$ cat config.mk
export PLATFORM = sky130hd
export DESIGN_NAME = date_validate_and_day_difference_unit
export DESIGN_NICKNAME = d
export VERILOG_FILES = /design/src/rtl/core/dvdd_pkg.sv /design/src/rtl/core/dvdd_daynum.sv /design/src/rtl/core/date_validate_and_day_difference_unit.sv
export SDC_FILE = /design/constraint.sdc
export NUM_CORES = 2
export LEC_CHECK = 0
export ABC_AREA = 1
export ABC_CLOCK_PERIOD_IN_PS = 9070
export BUFFER_PORTS_ARGS = -buffer_cell sky130_fd_sc_hd__clkbuf_2
export CAP_MARGIN = 20
export CORE_MARGIN = 10
export CORE_UTILIZATION = 35
export DETAILED_ROUTE_END_ITERATION = 6
export PLACE_DENSITY = 0.55
export RECOVER_POWER = 25
export SYNTH_ARGS = -nofsm -noshare
export SYNTH_HDL_FRONTEND = slang
export SYNTH_SLANG_ARGS = --single-unit
$ cat constraint.sdc
create_clock -name clk -period 9.07 [get_ports clk]
set_input_delay 0.907 -clock clk [delete_from_list [all_inputs] [get_ports clk]]
set_output_delay 0.907 -clock clk [all_outputs]
set_load 0.03 [all_outputs]
$ cat src/rtl/core/dvdd_pkg.sv
// Shared types, constants and calendar helpers for the date validate and
// day difference unit. No dependencies.
`default_nettype none

package dvdd_pkg;

  // Bounds for the time-of-day check
  localparam logic [4:0] HOUR_MAX   = 5'd23;
  localparam logic [5:0] MINUTE_MAX = 6'd59;
  localparam logic [5:0] SECOND_MAX = 6'd59;

  localparam logic [3:0] MONTH_JAN = 4'd1;
  localparam logic [3:0] MONTH_FEB = 4'd2;
  localparam logic [3:0] MONTH_DEC = 4'd12;

  localparam logic [8:0] YEAR_DAYS = 9'd365;

  // Reciprocals for exact floor division of a 14-bit value:
  // floor(x / 25)  = (x * RECIP_25)  >> RECIP_25_SHIFT
  // floor(x / 100) = (x * RECIP_100) >> RECIP_100_SHIFT
  localparam int unsigned  RECIP_25_SHIFT  = 24;
  localparam int unsigned  RECIP_100_SHIFT = 28;
  localparam logic [19:0]  RECIP_25        = 20'd671089;
  localparam logic [21:0]  RECIP_100       = 22'd2684355;

  // Day number of a zeroed date-time (year 0, month 0, day 0)
  localparam logic signed [23:0] DAYNUM_ZERO = -24'sd365;

  localparam logic [21:0] SPAN_MAX = 22'h3FFFFF;

  // Per-stage advance strobes handed to each date-time lane
  typedef struct packed {
    logic s1;
    logic s2;
    logic s3;
  } dvdd_adv_t;

  // Days in the months before month m of a common year
  function automatic logic [8:0] cum_days(input logic [3:0] m);
    logic [8:0] r;
    case (m)
      4'd2:    r = 9'd31;
      4'd3:    r = 9'd59;
      4'd4:    r = 9'd90;
      4'd5:    r = 9'd120;
      4'd6:    r = 9'd151;
      4'd7:    r = 9'd181;
      4'd8:    r = 9'd212;
      4'd9:    r = 9'd243;
      4'd10:   r = 9'd273;
      4'd11:   r = 9'd304;
      4'd12:   r = 9'd334;
      default: r = 9'd0;
    endcase
    return r;
  endfunction

  function automatic logic [4:0] month_len(input logic [3:0] m, input logic leap);
    logic [4:0] r;
    case (m)
      4'd2:                   r = leap ? 5'd29 : 5'd28;
      4'd4, 4'd6, 4'd9, 4'd11: r = 5'd30;
      default:                r = 5'd31;
    endcase
    return r;
  endfunction

endpackage

`default_nettype wire

$ cat src/rtl/core/dvdd_daynum.sv
// One date-time lane: validity checks and day number over three stages.
// Depends on dvdd_pkg.
`default_nettype none

module dvdd_daynum (
  input  logic                    clk,
  input  dvdd_pkg::dvdd_adv_t     adv,
  input  logic [13:0]             year,
  input  logic [3:0]              month,
  input  logic [4:0]              day,
  input  logic [4:0]              hour,
  input  logic [5:0]              minute,
  input  logic [5:0]              second,
  output logic                    date_ok,
  output logic                    time_ok,
  output logic signed [23:0]      day_num
);

  // ---------------- stage 1: reciprocal multiplies ----------------
  logic [13:0] xm;
  logic [33:0] prod25;
  logic [35:0] prod100;
  logic [22:0] x365;

  assign xm      = year - 14'd1;
  assign prod25  = 34'(year) * 34'(dvdd_pkg::RECIP_25);
  assign prod100 = 36'(xm) * 36'(dvdd_pkg::RECIP_100);
  assign x365    = 23'(xm) * 23'(dvdd_pkg::YEAR_DAYS);

  logic [13:0] y1_r;
  logic [3:0]  m1_r;
  logic [4:0]  d1_r;
  logic        tok1_r;
  logic [9:0]  q25_1_r;
  logic [7:0]  q100_1_r;
  logic [22:0] x365_1_r;
  logic [11:0] xq4_1_r;

  always_ff @(posedge clk) begin
    if (adv.s1) begin
      y1_r     <= year;
      m1_r     <= month;
      d1_r     <= day;
      tok1_r   <= (hour <= dvdd_pkg::HOUR_MAX) && (minute <= dvdd_pkg::MINUTE_MAX) &&
                  (second <= dvdd_pkg::SECOND_MAX);
      q25_1_r  <= prod25[dvdd_pkg::RECIP_25_SHIFT +: 10];
      q100_1_r <= prod100[dvdd_pkg::RECIP_100_SHIFT +: 8];
      x365_1_r <= x365;
      xq4_1_r  <= xm[13:2];
    end
  end

  // ---------------- stage 2: leap rule, date check, partial sums ----------------
  logic [13:0] mul25;
  logic        div25;
  logic        leap;
  logic        dok;
  logic [8:0]  cum;

  assign mul25 = 14'(q25_1_r) * 14'd25;
  assign div25 = (mul25 == y1_r);
  // divisible by 4 and not by 100, or divisible by 400
  assign leap  = (y1_r[1:0] == 2'd0) && (!div25 || (y1_r[3:0] == 4'd0));
  assign dok   = (m1_r >= dvdd_pkg::MONTH_JAN) && (m1_r <= dvdd_pkg::MONTH_DEC) &&
                 (d1_r != 5'd0) && (d1_r <= dvdd_pkg::month_len(m1_r, leap));
  assign cum   = dvdd_pkg::cum_days(m1_r) +
                 9'((leap && (m1_r > dvdd_pkg::MONTH_FEB)) ? 1 : 0) + 9'(d1_r);

  logic        dok2_r;
  logic        tok2_r;
  logic        yz2_r;
  logic [22:0] base2_r;
  logic [7:0]  corr2_r;
  logic [8:0]  cum2_r;

  always_ff @(posedge clk) begin
    if (adv.s2) begin
      dok2_r  <= dok;
      tok2_r  <= tok1_r;
      yz2_r   <= (y1_r == 14'd0);
      base2_r <= x365_1_r + 23'(xq4_1_r);
      corr2_r <= q100_1_r - {2'b00, q100_1_r[7:2]};
      cum2_r  <= cum;
    end
  end

  // ---------------- stage 3: final day number ----------------
  logic signed [23:0] n_sel;

  always_comb begin
    if (!(dok2_r && tok2_r)) begin
      n_sel = dvdd_pkg::DAYNUM_ZERO;
    end else if (yz2_r) begin
      // year zero: quotients of minus one are zero
      n_sel = dvdd_pkg::DAYNUM_ZERO + $signed({15'd0, cum2_r});
    end else begin
      n_sel = $signed({1'b0, base2_r}) - $signed({16'd0, corr2_r}) +
              $signed({15'd0, cum2_r});
    end
  end

  always_ff @(posedge clk) begin
    if (adv.s3) begin
      date_ok <= dok2_r;
      time_ok <= tok2_r;
      day_num <= n_sel;
    end
  end

endmodule

`default_nettype wire

$ cat src/rtl/core/date_validate_and_day_difference_unit.sv
// Top level of the date validate and day difference unit.
// Depends on dvdd_pkg and dvdd_daynum.
`default_nettype none

// Channel  Dir  Width  Beat contents
// in_      in   80     two date-times A and B (year, month, day, hour, min, sec)
// out_     out  32     four check flags and the absolute day span
//
// An input beat is taken every cycle unless an output stall fills the
// pipeline. Stages: reciprocal multiplies, leap rule and date
// check, day number sum, then difference with saturation into the output
// register. Each stage holds a valid bit and advances whenever the stage
// after it is empty or moving, so bubbles collapse under an output stall.
// Reset clears the valid bits only; the unit keeps no other state.

module date_validate_and_day_difference_unit (
  input  logic        clk,
  input  logic        rst_n,
  input  logic        in_tvalid,
  output logic        in_tready,
  // [13:0] year_a, [17:14] month_a, [22:18] day_a, [27:23] hour_a,
  // [33:28] minute_a, [39:34] second_a, [53:40] year_b, [57:54] month_b,
  // [62:58] day_b, [67:63] hour_b, [73:68] minute_b, [79:74] second_b
  input  logic [79:0] in_tdata,
  output logic        out_tvalid,
  input  logic        out_tready,
  // [0] date_ok_a, [1] time_ok_a, [2] date_ok_b, [3] time_ok_b,
  // [25:4] day_span, [31:26] zero
  output logic [31:0] out_tdata
);

  logic v1_r, v2_r, v3_r, vo_r;
  logic v1_nxt, v2_nxt, v3_nxt, vo_nxt;
  logic adv_o;
  dvdd_pkg::dvdd_adv_t adv;

  // Advance a stage when the next one is empty or moving
  assign adv_o  = !vo_r || out_tready;
  assign adv.s3 = !v3_r || adv_o;
  assign adv.s2 = !v2_r || adv.s3;
  assign adv.s1 = !v1_r || adv.s2;
  assign in_tready = adv.s1;

  assign v1_nxt = adv.s1 ? in_tvalid : v1_r;
  assign v2_nxt = adv.s2 ? v1_r : v2_r;
  assign v3_nxt = adv.s3 ? v2_r : v3_r;
  assign vo_nxt = adv_o  ? v3_r : vo_r;

  always_ff @(posedge clk) begin
    if (!rst_n) begin
      v1_r <= 1'b0;
      v2_r <= 1'b0;
      v3_r <= 1'b0;
      vo_r <= 1'b0;
    end else begin
      v1_r <= v1_nxt;
      v2_r <= v2_nxt;
      v3_r <= v3_nxt;
      vo_r <= vo_nxt;
    end
  end

  // Two independent lanes, one per date-time
  logic               dok_a, tok_a, dok_b, tok_b;
  logic signed [23:0] num_a, num_b;

  dvdd_daynum u_lane_a (
    .clk     (clk),
    .adv     (adv),
    .year    (in_tdata[13:0]),
    .month   (in_tdata[17:14]),
    .day     (in_tdata[22:18]),
    .hour    (in_tdata[27:23]),
    .minute  (in_tdata[33:28]),
    .second  (in_tdata[39:34]),
    .date_ok (dok_a),
    .time_ok (tok_a),
    .day_num (num_a)
  );

  dvdd_daynum u_lane_b (
    .clk     (clk),
    .adv     (adv),
    .year    (in_tdata[53:40]),
    .month   (in_tdata[57:54]),
    .day     (in_tdata[62:58]),
    .hour    (in_tdata[67:63]),
    .minute  (in_tdata[73:68]),
    .second  (in_tdata[79:74]),
    .date_ok (dok_b),
    .time_ok (tok_b),
    .day_num (num_b)
  );

  // Absolute difference; saturate to the span field width
  logic [23:0] mag;
  logic [21:0] span;

  assign mag  = (num_a >= num_b) ? 24'(num_a - num_b) : 24'(num_b - num_a);
  assign span = (mag > 24'(dvdd_pkg::SPAN_MAX)) ? dvdd_pkg::SPAN_MAX : mag[21:0];

  logic [31:0] out_data_r;

  always_ff @(posedge clk) begin
    if (adv_o) begin
      out_data_r <= {6'd0, span, tok_b, dok_b, tok_a, dok_a};
    end
  end

  assign out_tvalid = vo_r;
  assign out_tdata  = out_data_r;

  // ---------------- assertions ----------------

  // Input is held off only while every stage holds a beat
  a_ready_only_when_full: assert property (
    @(posedge clk) disable iff (!rst_n)
    !in_tready |-> (v1_r && v2_r && v3_r && vo_r)
  ) else $error("input stalled with a free pipeline slot");

  // Two rejected date-times both map to the zero day number
  a_both_invalid_zero_span: assert property (
    @(posedge clk) disable iff (!rst_n)
    (out_tvalid && !(out_tdata[0] && out_tdata[1]) && !(out_tdata[2] && out_tdata[3]))
      |-> (out_tdata[25:4] == 22'd0)
  ) else $error("nonzero span between two invalid date-times");

  // A beat taken into a full output stage comes from stage three
  a_output_load: assert property (
    @(posedge clk) disable iff (!rst_n)
    (out_tvalid && out_tready && !v3_r) |=> !out_tvalid
  ) else $error("result appeared without a stage three beat");

  a_reset_clears: assert property (
    @(posedge clk) !rst_n |=> !out_tvalid
  ) else $error("output valid after reset");

endmodule

`default_nettype wire

==> flow_metrics.py <==
metrics = {
    "synth": {
        "synthCells": 5521,
        "synth_edf_count": 318,
        "netlist-cell-type-count": 55,
        "synth.avg_cell_area_um2": 8.73,
        "ys_seq_elements": 340,
        "ys_async_sr_fraction_pct": 0,
        "dominantRegCellSynth": "edfxtp_1",
        "yosys_warnings": 0,
        "syn-cell-area_um2": 48200,
        "synth_seq_area_share_pct": 20.7,
    },
    "global_route": {
        "use_met1_pct": 21.0,
        "grt_overflow": 0,
        "grt_use_met2_pct": 26.4,
        "grt_use_met3_pct": 2.00,
        "grt_pass1_vias": 36486,
        "grt_use_total_pct": 15.5,
        "grt_max_degree": 98,
        "grt_pass1_wl_mm": 193,
        "antenna_found_initial": 8,
        "grt_busiest_layer": "met2",
    },
    "drt": {
        "drc": 0,
        "routed_wl_mm": 119,
        "vias_per_cell": 4.76,
        "drtIter0Drc": 1594,
        "vias": 35640,
        "wl_per_cell_um": 15.9,
        "dr.pass1.iters": 6,
        "ant_nets": 0,
    },
    "setup_path": {
        "arrival_ns": 8.22,
        "ff2ff_path_depth": 13,
        "path_common_cell": "nand2_1",
        "cp_slowest_cell": "clkbuf_1",
        "cp_max_fo": 10,
        "critPathMaxStageDelay_ns": 0.55,
        "r2r_slack_ns": 3.33,
        "rr_startpoint": "out_tvalid$_SDFFE_PN0P_",
        "path_buf_inv": 8,
        "cp-start-kind": "primary input",
        "crit_type": "primary input to register",
        "crit_required_ns": 9.43,
        "cp-end-kind": "register",
        "critPathTopFamily": "adder cells",
    },
    "cells_and_area": {
        "areaGrowthSynthToFinish_pct": 8.57,
        "fillers": 13904,
        "post-route-cell-area_um2": 52300,
        "utilization_pct": 38.2,
        "nets": 7077,
        "register_area_um2": 9990,
        "multiInputGateArea_um2": 33400,
        "drive_above_1_share_pct": 4.02,
        "antenna-diode-count": 0,
    },
    "die": {
        "dieHeight_um": 391,
        "die_area_um2": 153000,
        "die_w_um": 391,
        "placementRows": 136,
        "core-area_um2": 137000,
        "start_util_pct": 35.2,
        "ios": 118,
    },
    "sta": {
        "fmax_mhz": 127,
        "finalSetupViolations": 0,
        "holdWs_ns": 0.419,
        "finalHoldViolCount": 0,
        "finalClockSkew_ns": 0.0312,
        "slew_violations": 71,
        "worstMarginPinSlew_ns": 2.88,
        "slew_headroom_pct": -92.0,
        "period_needed_ns": 7.86,
        "fin_crit_sh_pct": 86.6,
        "rsz0062_at_grt": "false",
        "finalSetupTns_ns": 0,
    },
    "clock_tree": {
        "cts_tree": "done",
        "cts_setup_buffers": 0,
        "clock_path_buffers": 3,
        "cts_max_level": 2,
        "cts-root-buf": "clkbuf_16",
        "clock_latency_ns": 0.62,
        "numCtsBuffers": 42,
        "clock_sinks": 340,
        "cts_resized": 0,
        "postCtsHoldBufs": 0,
        "clkTransAtPathRegs_ns": 0.06,
    },
    "hold_path": {
        "hold_class": "register to register",
        "hp-start": "u_lane_a.time_ok$_DFFE_PP_",
        "min_to": "out_tdata[1]$_DFFE_PP_",
        "whs_path_depth": 0,
    },
    "placement": {
        "io_buffers": 97,
        "gp_congestion": 0.921,
        "dp_hpwl_mm": 103,
        "placed_area_um2": 51000,
    },
    "status": {
        "violations": "max-capacitance violations, max-slew violations",
        "outcome": "finished, violations left",
    },
    "flow_run": {
        "drv_cap": 2,
    },
}
-- layout make-up --
class	count	share of cell area (%)
multi-input cells	3907	63.7
flip-flops and latches	340	19.1
inverters	1249	8.96
well taps	1794	4.29
clock buffers	53	2.14
repair buffers	121	1.15
clock inverters	23	0.638
-- sequential cells by signal (all words and copies together), names as in the netlist, 9 cells and up, named ones only --
register / count
out_tdata: 26
u_lane_a.day_num: 24
u_lane_b.day_num: 24
u_lane_a.base2_r: 23
u_lane_a.x365_1_r: 23
u_lane_b.base2_r: 23
u_lane_b.x365_1_r: 23
u_lane_a.y1_r: 14
u_lane_b.y1_r: 14
u_lane_a.xq4_1_r: 12
u_lane_b.xq4_1_r: 12
u_lane_a.q25_1_r: 10
u_lane_b.q25_1_r: 10
u_lane_a.cum2_r: 9
u_lane_b.cum2_r: 9
-- metrics by stage --
step | worst slack [ns] | instances
2_1_floorplan | 1.69 | 5526
3_3_place_gp | 1.02 | 7411
3_5_place_dp | 0.936 | 7411
4_1_cts | 1.61 | 7487
5_1_grt | 0.592 | 7487
6_report | 1.21 | 7487
-- worst reg2reg max path, stage by stage, from the launching register on --
cell and delay, ns:
dfxtp_1 0.31, inv_1 0.05, nor2_1 0.06, nand2_2 0.05, clkbuf_1 2.01, nor2_1 0.62
nand2_8 0.67, buf_12 0.64, nand2_1 0.13, o21ai_1 0.35, inv_1 0.20, ha_1 0.23
o21ai_0 0.17, o22ai_1 0.12
-- layer usage --
metal	vias to the layer above	share of wire [%]
met5	-	0.064
met4	12	2.0
met2	567	47
met1	16792	47
met3	133	4.3
li1	18136	-
-- worst max path at each step --
stage / depth (start not counted) / endpoint / slack (ns) / startpoint
floorplan: 30 / u_lane_b.q100_1_r[4]$_DFFE_PN_ / 1.69 / in_tdata[40]
global placement: 34 / u_lane_b.q100_1_r[4]$_DFFE_PN_ / 1.02 / in_tdata[43]
detailed placement: 36 / u_lane_b.q100_1_r[4]$_DFFE_PN_ / 0.94 / in_tdata[42]
CTS: 36 / u_lane_b.q100_1_r[4]$_DFFE_PN_ / 1.61 / in_tdata[42]
global route: 34 / u_lane_b.q100_1_r[4]$_DFFE_PN_ / 0.59 / in_tdata[43]
finish: 34 / u_lane_b.q100_1_r[4]$_DFFE_PN_ / 1.21 / in_tdata[43]
-- layout by cell type (no fill, tap or decap), types with 21 or more instances in the layout --
| cell type | Yosys | final |
|---|---|---|
| nand3_1 | 193 | 193 |
| o21ai_0 | 215 | 216 |
| fa_1 | 473 | 473 |
| nand4_1 | 68 | 68 |
| edfxtp_1 | 318 | 318 |
| ha_1 | 859 | 859 |
| xor2_1 | 158 | 158 |
| xnor2_1 | 65 | 65 |
| nand3_2 | 23 | 23 |
| clkbuf_2 | 0 | 64 |
| inv_1 | 1246 | 1245 |
| nor2_1 | 297 | 298 |
| clkbuf_16 | 0 | 42 |
| nor3_1 | 56 | 56 |
| clkbuf_1 | 6 | 51 |
| nor4_1 | 21 | 21 |
| a21o_1 | 34 | 34 |
| a21oi_1 | 344 | 344 |
| dfxtp_1 | 22 | 22 |
| o21bai_1 | 28 | 28 |
| nand2_1 | 870 | 869 |
-- cells in the mapped netlist, types with 12 or more instances --
master	n	area, um^2
nor4_1	21	131
dfxtp_1	22	440
a21o_1	34	255
nand3_2	23	230
buf_2	12	60.1
o211ai_1	19	143
ha_1	859	10700
or2_2	13	81.3
a21oi_1	344	1720
nor2_1	297	1110
a31oi_1	19	119
nand3_1	193	966
o21bai_1	28	210
o21ai_0	215	1080
inv_1	1246	4680
xnor2_1	65	569
o21ai_1	14	70.1
xor2_1	158	1380
nand4_1	68	425
nand2_2	15	93.8
nor3_1	56	280
fa_1	473	9470
edfxtp_1	318	9550
o21a_1	16	120
nand2_1	870	3270
-- cells by family after synthesis --
logic type / share of synthesized area, %
AND/OR/NAND/NOR: 14.4
adder cells (fa/ha/maj): 41.9
flip-flops: 20.7
XOR/XNOR: 4.14
other: 0.00778
buffers and inverters: 10.1
AO/OA/AOI/OAI: 8.62
Power is left out: the tool's default activity adds up to more than one toggle a clock period on the data nets, which glitch-free logic cannot reach.
